`src/sv/assert_macros.svh`:
```
// Assertion macros used by the top level of the normalized window convolution block.
`ifndef ASSERT_MACROS_SVH
`define ASSERT_MACROS_SVH

// Checks that a condition implies another in the same cycle.
`define NWC_ASSERT_IMPLY(label, ante, cons, msg) \
    label: assert property (@(posedge clk) disable iff (!rst_n) (ante) |-> (cons)) \
        else $error(msg);

// Checks that a condition implies another in the next cycle.
`define NWC_ASSERT_NEXT(label, ante, cons, msg) \
    label: assert property (@(posedge clk) disable iff (!rst_n) (ante) |=> (cons)) \
        else $error(msg);

`endif

```
`src/sv/nwc_pkg.sv`:
```
// Package with the types, codes and constants of the normalized window convolution block.
`timescale 1ns / 1ps
`default_nettype none

package nwc_pkg;

    localparam int DATA_W      = 16;
    localparam int PROD_W      = 32;
    localparam int COEF_STRIDE = 7;
    localparam int COEF_DEPTH  = 49;
    localparam int COEF_AW     = 6;
    localparam int CI_W        = 8;
    localparam int ACC_W       = 39;
    localparam int WS_W        = 22;
    localparam int CFG_W       = 11;
    localparam int RAD_W       = 2;
    localparam int TAP_W       = 3;
    localparam int CNT_W       = 6;
    localparam int POS_W       = 15;
    localparam int OUT_POS_W   = 10;
    localparam int DRAIN_LAST  = 2;

    localparam int DEF_MAX_WIDTH    = 1024;
    localparam int DEF_MAX_HEIGHT   = 1024;
    localparam int DEF_MAX_RADIUS_X = 3;
    localparam int DEF_MAX_RADIUS_Y = 3;

    localparam logic [CFG_W-1:0] RST_WIDTH  = 11'd64;
    localparam logic [CFG_W-1:0] RST_HEIGHT = 11'd64;
    localparam logic [RAD_W-1:0] RST_RX     = 2'd1;
    localparam logic [RAD_W-1:0] RST_RY     = 2'd1;

    localparam logic [1:0] OP_LOAD  = 2'd0;
    localparam logic [1:0] OP_PIXEL = 2'd1;
    localparam logic [1:0] OP_FLUSH = 2'd2;

    localparam logic [1:0] REG_WIDTH  = 2'd0;
    localparam logic [1:0] REG_HEIGHT = 2'd1;
    localparam logic [1:0] REG_RX     = 2'd2;
    localparam logic [1:0] REG_RY     = 2'd3;

    typedef enum logic [2:0] {
        ST_IDLE,
        ST_TAP,
        ST_DRAIN,
        ST_DIV,
        ST_OUT,
        ST_ERR_OUT
    } state_t;

    typedef struct packed {
        logic             coef_wr;
        logic             pix_wr;
        logic             tap_clear;
        logic             tap_issue;
        logic [TAP_W-1:0] tap_ky;
        logic [TAP_W-1:0] tap_kx;
        logic             div_load;
        logic             div_step;
        logic             out_res;
        logic             out_err;
    } cmd_t;

    typedef struct packed {
        logic cfg_bad;
        logic recv_done;
        logic past_delay;
        logic out_free;
    } status_t;

endpackage

`default_nettype wire

```
`src/sv/nwc_ctrl.sv`:
```
// Controller state machine that sequences item decode, window taps, division and output.
`timescale 1ns / 1ps
`default_nettype none

module nwc_ctrl (
    input  wire logic                     clk,
    input  wire logic                     rst_n,
    input  wire logic                     in_valid,
    input  wire logic [1:0]               operation,
    input  wire logic [nwc_pkg::RAD_W-1:0] kernel_radius_x,
    input  wire logic [nwc_pkg::RAD_W-1:0] kernel_radius_y,
    input  wire nwc_pkg::status_t         status,
    output nwc_pkg::cmd_t                 cmd,
    output logic                          in_stall
);

    nwc_pkg::state_t                state_reg, state_next;
    logic [nwc_pkg::TAP_W-1:0]      ky_reg, ky_next;
    logic [nwc_pkg::TAP_W-1:0]      kx_reg, kx_next;
    logic [nwc_pkg::CNT_W-1:0]      cnt_reg, cnt_next;
    logic [nwc_pkg::TAP_W-1:0]      kx_last;
    logic [nwc_pkg::TAP_W-1:0]      ky_last;

    assign kx_last = {kernel_radius_x, 1'b0};
    assign ky_last = {kernel_radius_y, 1'b0};

    always_ff @(posedge clk or negedge rst_n)
    begin
        if (!rst_n)
        begin
            state_reg <= nwc_pkg::ST_IDLE;
            ky_reg    <= '0;
            kx_reg    <= '0;
            cnt_reg   <= '0;
        end
        else
        begin
            state_reg <= state_next;
            ky_reg    <= ky_next;
            kx_reg    <= kx_next;
            cnt_reg   <= cnt_next;
        end
    end

    always_comb
    begin
        state_next = state_reg;
        ky_next    = ky_reg;
        kx_next    = kx_reg;
        cnt_next   = cnt_reg;
        case (state_reg)
            nwc_pkg::ST_IDLE:
            begin
                ky_next = '0;
                kx_next = '0;
                if (in_valid)
                begin
                    if (operation == nwc_pkg::OP_PIXEL)
                    begin
                        if (status.cfg_bad)
                        begin
                            state_next = nwc_pkg::ST_ERR_OUT;
                        end
                        else if (!status.recv_done && status.past_delay)
                        begin
                            state_next = nwc_pkg::ST_TAP;
                        end
                    end
                    else if (operation == nwc_pkg::OP_FLUSH)
                    begin
                        if (!status.cfg_bad && status.recv_done)
                        begin
                            state_next = nwc_pkg::ST_TAP;
                        end
                    end
                end
            end
            nwc_pkg::ST_TAP:
            begin
                if (kx_reg == kx_last)
                begin
                    kx_next = '0;
                    ky_next = ky_reg + 1'b1;
                    if (ky_reg == ky_last)
                    begin
                        state_next = nwc_pkg::ST_DRAIN;
                        cnt_next   = '0;
                    end
                end
                else
                begin
                    kx_next = kx_reg + 1'b1;
                end
            end
            nwc_pkg::ST_DRAIN:
            begin
                cnt_next = cnt_reg + 1'b1;
                if (cnt_reg == nwc_pkg::CNT_W'(nwc_pkg::DRAIN_LAST))
                begin
                    state_next = nwc_pkg::ST_DIV;
                    cnt_next   = '0;
                end
            end
            nwc_pkg::ST_DIV:
            begin
                cnt_next = cnt_reg + 1'b1;
                if (cnt_reg == nwc_pkg::CNT_W'(nwc_pkg::ACC_W - 1))
                begin
                    state_next = nwc_pkg::ST_OUT;
                end
            end
            nwc_pkg::ST_OUT, nwc_pkg::ST_ERR_OUT:
            begin
                if (status.out_free)
                begin
                    state_next = nwc_pkg::ST_IDLE;
                end
            end
            default:
            begin
                state_next = nwc_pkg::ST_IDLE;
            end
        endcase
    end

    always_comb
    begin
        cmd      = '0;
        in_stall = 1'b1;
        cmd.tap_ky = ky_reg;
        cmd.tap_kx = kx_reg;
        case (state_reg)
            nwc_pkg::ST_IDLE:
            begin
                in_stall = 1'b0;
                if (in_valid)
                begin
                    if (operation == nwc_pkg::OP_LOAD)
                    begin
                        cmd.coef_wr = 1'b1;
                    end
                    else if (operation == nwc_pkg::OP_PIXEL)
                    begin
                        if (!status.cfg_bad && !status.recv_done)
                        begin
                            cmd.pix_wr    = 1'b1;
                            cmd.tap_clear = status.past_delay;
                        end
                    end
                    else if (operation == nwc_pkg::OP_FLUSH)
                    begin
                        cmd.tap_clear = !status.cfg_bad && status.recv_done;
                    end
                end
            end
            nwc_pkg::ST_TAP:
            begin
                cmd.tap_issue = 1'b1;
            end
            nwc_pkg::ST_DRAIN:
            begin
                cmd.div_load = (cnt_reg == nwc_pkg::CNT_W'(nwc_pkg::DRAIN_LAST));
            end
            nwc_pkg::ST_DIV:
            begin
                cmd.div_step = 1'b1;
            end
            nwc_pkg::ST_OUT:
            begin
                cmd.out_res = status.out_free;
            end
            nwc_pkg::ST_ERR_OUT:
            begin
                cmd.out_err = status.out_free;
            end
            default:
            begin
                in_stall = 1'b1;
            end
        endcase
    end

endmodule

`default_nettype wire

```
`config.mk`:
```
export PLATFORM = sky130hd
export DESIGN_NAME = nwc_ctrl
export DESIGN_NICKNAME = d
export VERILOG_FILES = /design/src/sv/assert_macros.svh /design/src/sv/nwc_pkg.sv /design/src/sv/nwc_ctrl.sv
export SDC_FILE = /design/constraint.sdc
export NUM_CORES = 1
export LEC_CHECK = 0
export BUFFER_PORTS_ARGS = -buffer_cell sky130_fd_sc_hd__buf_4
export CAP_MARGIN = 20
export CORE_AREA = 2 2 59 61
export DETAILED_ROUTE_END_ITERATION = 16
export DIE_AREA = 0 0 61 63
export PLACE_DENSITY = 0.52
export SYNTH_ARGS = -nofsm -noshare
export SYNTH_HDL_FRONTEND = slang
export SYNTH_SLANG_ARGS = --single-unit
```
`constraint.sdc`:
```
create_clock -name clk -period 3.3 [get_ports clk]
set_input_delay 0.66 -clock clk [delete_from_list [all_inputs] [get_ports clk]]
set_output_delay 0.66 -clock clk [all_outputs]
set_load 0.05 [all_outputs]
```
# Word level (Yosys, flattened, before mapping)
# Index checks and enable logic that the tools add are counted.
totals:
  reg_bits: 15
  latch_bits: 0
  ram_bits: 0
  romBits: 0
  input_bits: 13
  output_inout_bits: 15
  word_cells: 74
  n_memories: 0
op_classes:
  add_sub_neg: 3
  mul: 0
  n_div: 0
  n_lt_le_gt_ge: 0
  n_eq_ne: 20
  shifts: 0
  muxes: 34
  n_bitwise: 0
  n_reduce_logical: 13
ops:
  columns: ["op", "count"]
  rows:
  - ["2-to-1 mux 3 bit", 15]
  - ["2-to-1 mux 6 bit", 3]
  - ["case mux 6 bit (3 select lines)", 1]
  - ["case mux 3 bit (5 select lines)", 1]
  - ["!= test 2 bit (second input constant)", 6]
  - ["case mux 3 bit (2 select lines)", 2]
  - ["2-to-1 mux 1 bit", 10]
  - ["AND reduction 9 bit", 1]
  - ["adder 3 x 1 -> 3 bit (second input constant)", 2]
  - ["adder 6 x 1 -> 6 bit (second input constant)", 1]
  - ["== test 3 x 2 -> 1 bit (second input constant)", 2]
  - ["== test 3 bit", 2]
  - ["== test 3 bit (second input constant)", 2]
  - ["== test 6 x 2 -> 1 bit (second input constant)", 1]
  - ["== test 6 bit (second input constant)", 1]
  - ["!= test 3 bit (second input constant)", 2]
  - ["2-to-1 mux 2 bit", 2]
  - ["!= test 4 bit (second input constant)", 1]
  - ["== test 3 x 1 -> 1 bit (second input constant)", 1]
  - ["logical AND 1 bit", 3]
  - ["zero test 3 bit", 1]
  - ["AND reduction 3 bit", 1]
  - ["nonzero test 3 bit", 1]
  - ["== test 2 x 1 -> 1 bit (second input constant)", 1]
  - ["other kinds (6)", 7]

# Depth between registers and ports, before layout
# Gate-level depths: netlist of the first run.
depth:
  ltp_word: 7
  mapped_depth: 6
  depth_no_buf: 6

# Worst setup path after synthesis of the first run
# OpenSTA, ideal clock, no wires.
synth_path:
  path_type: "reg2out"
  startpoint: "register state_reg[1]"
  endpoint: "output cmd[12] in the netlist's numbering"
  arrival_time_ns: 2.255
  required_ns: 2.640
  slack_ns: 0.385
  stages_incl_launch_ff: 5
  path_buffers: 1
  path_cell_list: "dfrtp_1 -> buf_2 -> nor3_1 -> nand3_1 -> nor3b_1"
synth_rtl:
  columns: ["item", "line_no", "rtl"]
  rows:
  - ["start, declared", "nwc_ctrl.sv:17", "nwc_pkg::state_t state_reg, state_next;"]
  - ["start signal, assigned", "nwc_ctrl.sv:31", "state_reg <= nwc_pkg::ST_IDLE;"]
  - ["start signal, assigned", "nwc_ctrl.sv:38", "state_reg <= state_next;"]
  - ["end, declared", "nwc_ctrl.sv:13", "output nwc_pkg::cmd_t cmd,"]

==> results of run 1 <==
-- stage by stage --
stage          total power (W)  hold slack [ps]  std cells
4_1_cts                0.00104              221        193
2_1_floorplan         0.000773              364        119
3_3_place_gp          0.000924              509        189
3_5_place_dp          0.000929              522        189
6_report               0.00103              217        193
5_1_grt                0.00112              218        193
-- routing by layer --
metal / vias to the layer above / wire length (um) / GRT usage
met5: - / 0 / 0
met3: 2 / 109 / 0.0186
met4: 0 / 28 / 0.0571
met2: 29 / 1120 / 0.204
met1: 447 / 1110 / 0.196
li1: 481 / - / -
-- cells by family after synthesis --
kind of cell               count (synthesis)  synth area share
AOI/OAI and AO/OA                         28             0.180
xor gates and xnor gates                   6            0.0484
buffers and inverters                     10            0.0369
DFF                                       15             0.346
adders and majority gates                  8            0.0922
muxes                                      3            0.0277
and+or+nand+nor                           49             0.270
-- final cells by class --
type                            instances  share of cell area
Sequential cell                        15               0.276
Multi-Input combinational cell         94               0.494
Clock buffer                            4              0.0193
Timing Repair Buffer                   27               0.149
Inverter                                7              0.0193
Tap cell                               46              0.0424
-- placed cells by master (no fill, tap or decap), types with 2 or more instances in the layout --
master,synthesis,layout
nor3_1,2,2
clkbuf_4,0,3
o21ai_0,8,8
xor2_1,2,2
ha_1,8,8
nand2b_1,2,2
dfrtp_1,15,15
mux2i_1,3,3
a41oi_1,2,2
nor2_1,7,7
nor2b_1,5,5
a21oi_1,2,2
xnor2_1,4,4
o21ai_1,2,2
and3_2,2,2
buf_4,0,27
and2_1,2,2
nor3b_1,2,2
nand3_1,4,4
o21a_1,2,2
o221ai_1,2,2
inv_1,7,7
nand2_1,14,14
-- worst max path at each step --
stage | from | to | slack (ps) | cells after the start
floorplan | state_reg[1] | cmd[12] | 390 | 4
global placement | operation[0] | cmd[12] | 1030 | 7
finish | state_reg[1] | cmd[12] | 780 | 4
CTS | state_reg[1] | cmd[12] | 760 | 4
detailed placement | operation[0] | cmd[12] | 990 | 7
global route | state_reg[1] | cmd[12] | 550 | 4
-- report_power, final --
part,total [W],internal [W],switching (W)
Combinational,0.000561,0.000224,0.000337
Sequential,0.000361,0.000248,0.000113
Clock,0.000108,0.0000469,0.0000611
Total,0.00103,0.000519,0.000510
-- worst reg2reg max path, cell delays in order (launching register included) --
cell and delay, ps:
dfrtp_1 440, inv_1 80, ha_1 140, nor3b_2 290, a21oi_1 190, and3b_1 190
a211o_1 250
==> impl_metrics.yaml, run 1 <==
status:
  status: "finished, final reports clean"
clock_tree:
  cts_setup_buffers: 0
  clock_latency_ps: 280
  htree_num_levels: 1
  clk_path_buf_depth: 2
  clockRootBuffer: "clkbuf_4"
  cts_buffers: 3
  hold_buffers: 0
  clkTransAtPathRegs_ps: 90
  cts_sinks: 15
  cts_tree: "done"
  cts_resized: 0
die:
  fp.dieArea_um2: 3840
  num_io_pins: 28
  core-area_um2: 3230
  start_util: 0.336
  die_x_um: 61
  die_h_um: 63
  row_count: 21
critical_path:
  cp_max_fo: 12
  max_stage_delay_ps: 520
  crit_type: "register to output port"
  critPathArrivalTime_ps: 1860
  critPathBufInv: 1
  slowest_stage: "dfrtp_1"
  reg2reg_depth: 6
  worstPathRequired_ps: 2640
  critPathTopFamily: "simple AND/OR/NAND/NOR gates"
  cp_cell_sequence: "nor3_1 -> nand3_1 -> nor3b_1 -> buf_4"
  worst_r2r_endpoint: "cnt_reg[2]"
  cp-start-kind: "register"
  r2r_start: "cnt_reg[0]"
  ff2ff_setup_slack_ps: 1610
  cp-end-kind: "output port"
logic_synthesis:
  dominantRegCellSynth: "dfrtp_1"
  synth_edf_count: 0
  syn_nets: 140
  syn_area_um2: 1090
  post-synth-top-count-cell: "dfrtp_1"
  synth-async-reset-ratio: 1.00
  yosysUniqueCellTypes: 43
  synth.area.top_cells: "dfrtp_1, ha_1, nand2_1"
  ys_ff_latch: 15
  synth_top_area_frac: 0.346
  synth_top_cell_by_area: "dfrtp_1"
  synth_cells: 119
  ys_warn_count: 0
  syn_avg_cell_area_um2: 9.13
  synth_common_cells: "dfrtp_1, nand2_1, ha_1, o21ai_0"
  ys_seq_area_frac: 0.346
global_route:
  grt_pass1_vias: 911
  grt_pass1_wl_um: 4000
  grtUsageTotal: 0.137
  antenna_found_initial: 0
  gr-total-overflow: 0
  grt_max_degree: 16
timing:
  finalSetupViolations: 0
  fin_crit_sh: 0.764
  slew_viol_final: 0
  fin_ws_ps: 779
  relSlewSlack: 0.699
  final.setup.tns_ps: 0
  fmax_ghz: 0.397
  hold_violations: 0
  rsz0062_at_grt: "no"
  skew_ps: 2.43
  fin_crit_ps: 2520
  tightest_slew_ps: 448
place:
  dp_hpwl_um: 1870
  numPortBuffers: 27
  dp_slack_ps: 993
  post_dp_cell_area_um2: 1330
  gp_congestion: 0.731
drt:
  drc: 0
  routed_wl_um: 2370
  vias_per_cell: 4.97
  first_pass_iters: 4
  vias: 959
  wire_per_inst_um: 12.3
  ant_nets: 0
  drt_iter0_markers: 20
final_layout:
  regArea_um2: 375
  stdcell_area_um2: 1360
  multi_input_area_um2: 671
  synthToLayoutAreaGrowth_pct: 25.1
  fin_util: 0.420
  fill_cells: 338
  drive_above_1_share: 0.259
  nets: 169
  n_antenna_cell: 0
  largest_register_ffs: 6
power:
  p_leak_nw: 0.636
  vdd_drop_max_uv: 218
  p_per_area_nw_per_um2: 758
job:
  drv_cap: 0
hold_path:
  hp-class: "input port to asynchronous set/reset pin"
Note: power is estimated with default switching activity, not from simulation.
==> run 2, diff against run 1 <==
Settings changed: ABC_AREA from default to 1, CORE_AREA 2 2 59 61 to 2 2 60 62, DIE_AREA 0 0 61 63 to 0 0 62 64.
Clock period 3.3 ns to 2.4 ns, I/O delays scaled along.
==> run 2 against run 1 <==
- clock skew shrank 1.2 ps
- via count grew 11%
- first-iteration DRC count grew 70%
- flip-flop and latch count did not move
- clock-buffer cell count unchanged
- non-clock buffer count is 1 higher
- clock power rose by 40%
- total power fell by 46%
- combinational power down 75%
- global-route usage rose by 1.2 points
==> impl_metrics.yaml, run 2 <==
die:
  die_x_um: 62
  start_util: 0.343
  row_count: 21
  num_io_pins: 28
  fp.dieArea_um2: 3970
  core-area_um2: 3280
  die_h_um: 64
drt:
  wire_per_inst_um: 11.0
  vias_per_cell: 4.57
  ant_nets: 0
  drc: 0
  drt_iter0_markers: 34
  vias: 1064
  first_pass_iters: 6
  routed_wl_um: 2570
clock_tree:
  hold_buffers: 0
  clk_path_buf_depth: 2
  cts_buffers: 3
  clkTransAtPathRegs_ps: 100
  htree_num_levels: 1
  cts_sinks: 15
  clock_latency_ps: 280
  clockRootBuffer: "clkbuf_4"
  cts_tree: "done"
global_route:
  antenna_found_initial: 0
  grt_pass1_wl_um: 4460
  grtUsageTotal: 0.149
  gr-total-overflow: 0
  grt_pass1_vias: 1076
  grt_max_degree: 16
power:
  power.internal_w: 0.000372
  p_per_area_nw_per_um2: 384
  power_frac_comb: 0.251
  clkPwrFrac: 0.271
  p_leak_nw: 0.763
  p_seq_frac: 0.478
  power.switching_w: 0.000184
  sw_frac_of_total: 0.332
  vdd_drop_max_uv: 129
critical_path:
  worstPathRequired_ps: 1920
  crit_type: "register to output port"
  critPathArrivalTime_ps: 1730
  cp_max_fo: 6
  cp-end-kind: "output port"
  cp-start-kind: "register"
logic_synthesis:
  syn_area_um2: 1130
  yosys-mux-area-fraction: 0
  post-synth-top-count-cell: "nand2_1"
  synth_top_cell_by_area: "dfrtp_1"
  synth_edf_count: 0
  yosysUniqueCellTypes: 27
  syn_nets: 176
  ys_seq_area_frac: 0.333
  synth_fa_ha_area_frac: 0.0889
  synth-async-reset-ratio: 1.00
  ys_ff_latch: 15
  dominantRegCellSynth: "dfrtp_1"
  synth_compound_area_frac: 0.0989
  synth_common_cells: "nand2_1, inv_1, dfrtp_1, nand3_1, nor2_1"
  syn_avg_cell_area_um2: 7.27
  synth_top_family_by_area: "simple AND/OR/NAND/NOR gates"
  synth-xor-area-share: 0.0544
  synth_top_area_frac: 0.333
  synth.area.top_cells: "dfrtp_1, nand2_1, ha_1"
  ys_warn_count: 0
  synth_cells: 155
  synthSimpleGateAreaFrac: 0.331
place:
  numPortBuffers: 27
  dp_slack_ps: 437
  dp_hpwl_um: 2070
  post_dp_cell_area_um2: 1410
  gp_congestion: 0.768
timing:
  rsz0062_at_grt: "no"
  slew_viol_final: 0
  tightest_slew_ps: 340
  hold_violations: 0
  fin_crit_ps: 2210
  relSlewSlack: 0.772
  skew_ps: 1.22
  fin_ws_ps: 195
  fin_crit_sh: 0.919
  final.setup.tns_ps: 0
  finalSetupViolations: 0
  fmax_ghz: 0.453
status:
  status: "finished, final reports clean"
final_layout:
  stdcell_area_um2: 1450
  nets: 209
  final_cell_mix: "nand2_1, buf_4, inv_1"
  synthToLayoutAreaGrowth_pct: 28.7
  n_antenna_cell: 0
  layout_commonest_cell: "nand2_1"
  fill_cells: 358
  drive_above_1_share: 0.267
  largest_register_ffs: 6
hold_path:
  hp-class: "input port to asynchronous set/reset pin"
job:
  drv_cap: 0
[run 2: final timing paths]
path | start | depth (start not counted) | slack, ps | endpoint
max | state_reg[1] | 6 | 190 | cmd[11]
min | rst_n | 1 | 40 | cnt_reg[5]
max reg2reg | cnt_reg[0] | 12 | 660 | state_reg[0]
min reg2reg | ky_reg[0] | 1 | 550 | ky_reg[0]
max in group asynchronous | rst_n | 1 | 2180 | state_reg[2]
min in group clk | status[0] | 4 | 520 | state_reg[2]
[run 2: cell families after synthesis]
group / count (synthesis)
DFF: 15
xor gates and xnor gates: 7
AOI/OAI and AO/OA: 19
and+or+nand+nor: 78
adders and majority gates: 8
buffers and inverters: 28
[run 2: layout make-up]
class | instances | area (um^2) | share of cell area
well taps | 46 | 57.6 | 0.0397
inverters | 28 | 105 | 0.0725
repair buffers | 28 | 210 | 0.145
multi-input cells | 112 | 674 | 0.465
flip-flops and latches | 15 | 375 | 0.259
clock buffers | 4 | 26.3 | 0.0181
[run 2: stage by stage]
step / hold WS, ps / utilization / cells / power (W)
floorplan: 184 / - / 155 / 0.000361
global placement: 352 / 0.429 / 228 / 0.000410
detailed placement: 357 / 0.429 / 228 / 0.000412
finish: 37.0 / 0.441 / 233 / 0.000556
CTS: 37.2 / 0.437 / 232 / 0.000564
global route: 34.1 / 0.441 / 233 / 0.000595
[run 2: layer usage]
layer  up-vias  wire length (um)  share of wire  GRT usage
met5         -                 0              0          0
met4         0                27          0.011     0.0638
met3         2               130          0.051     0.0162
met2        27              1270           0.50      0.240
met1       475              1140           0.44      0.196
li1        560                 -              -          -
[run 2: worst max-delay path, cell delays in order (launching register included)]
cell and delay (ps):
dfrtp_1 480, nor2_1 200, nand2_2 130, inv_1 100
nand3b_1 130, a211oi_2 170, buf_4 220
[run 2: power groups by stage]
stage	registers, W	clock network, W	logic [W]
floorplan	0.000279	0	0.0000821
global placement	0.000270	0	0.000140
detailed placement	0.000271	0	0.000141
CTS	0.000266	0.000156	0.000142
global route	0.000267	0.000171	0.000157
finish	0.000266	0.000151	0.000140
[run 2: timing repair]
| item | in CTS | in global routing |
|---|---|---|
| endpoints found under the setup margin | 0 | 1 |
| buffers inserted | 0 | 1 |
| hold endpoints to repair | 0 | 0 |
| resized for setup | 0 | 1 |
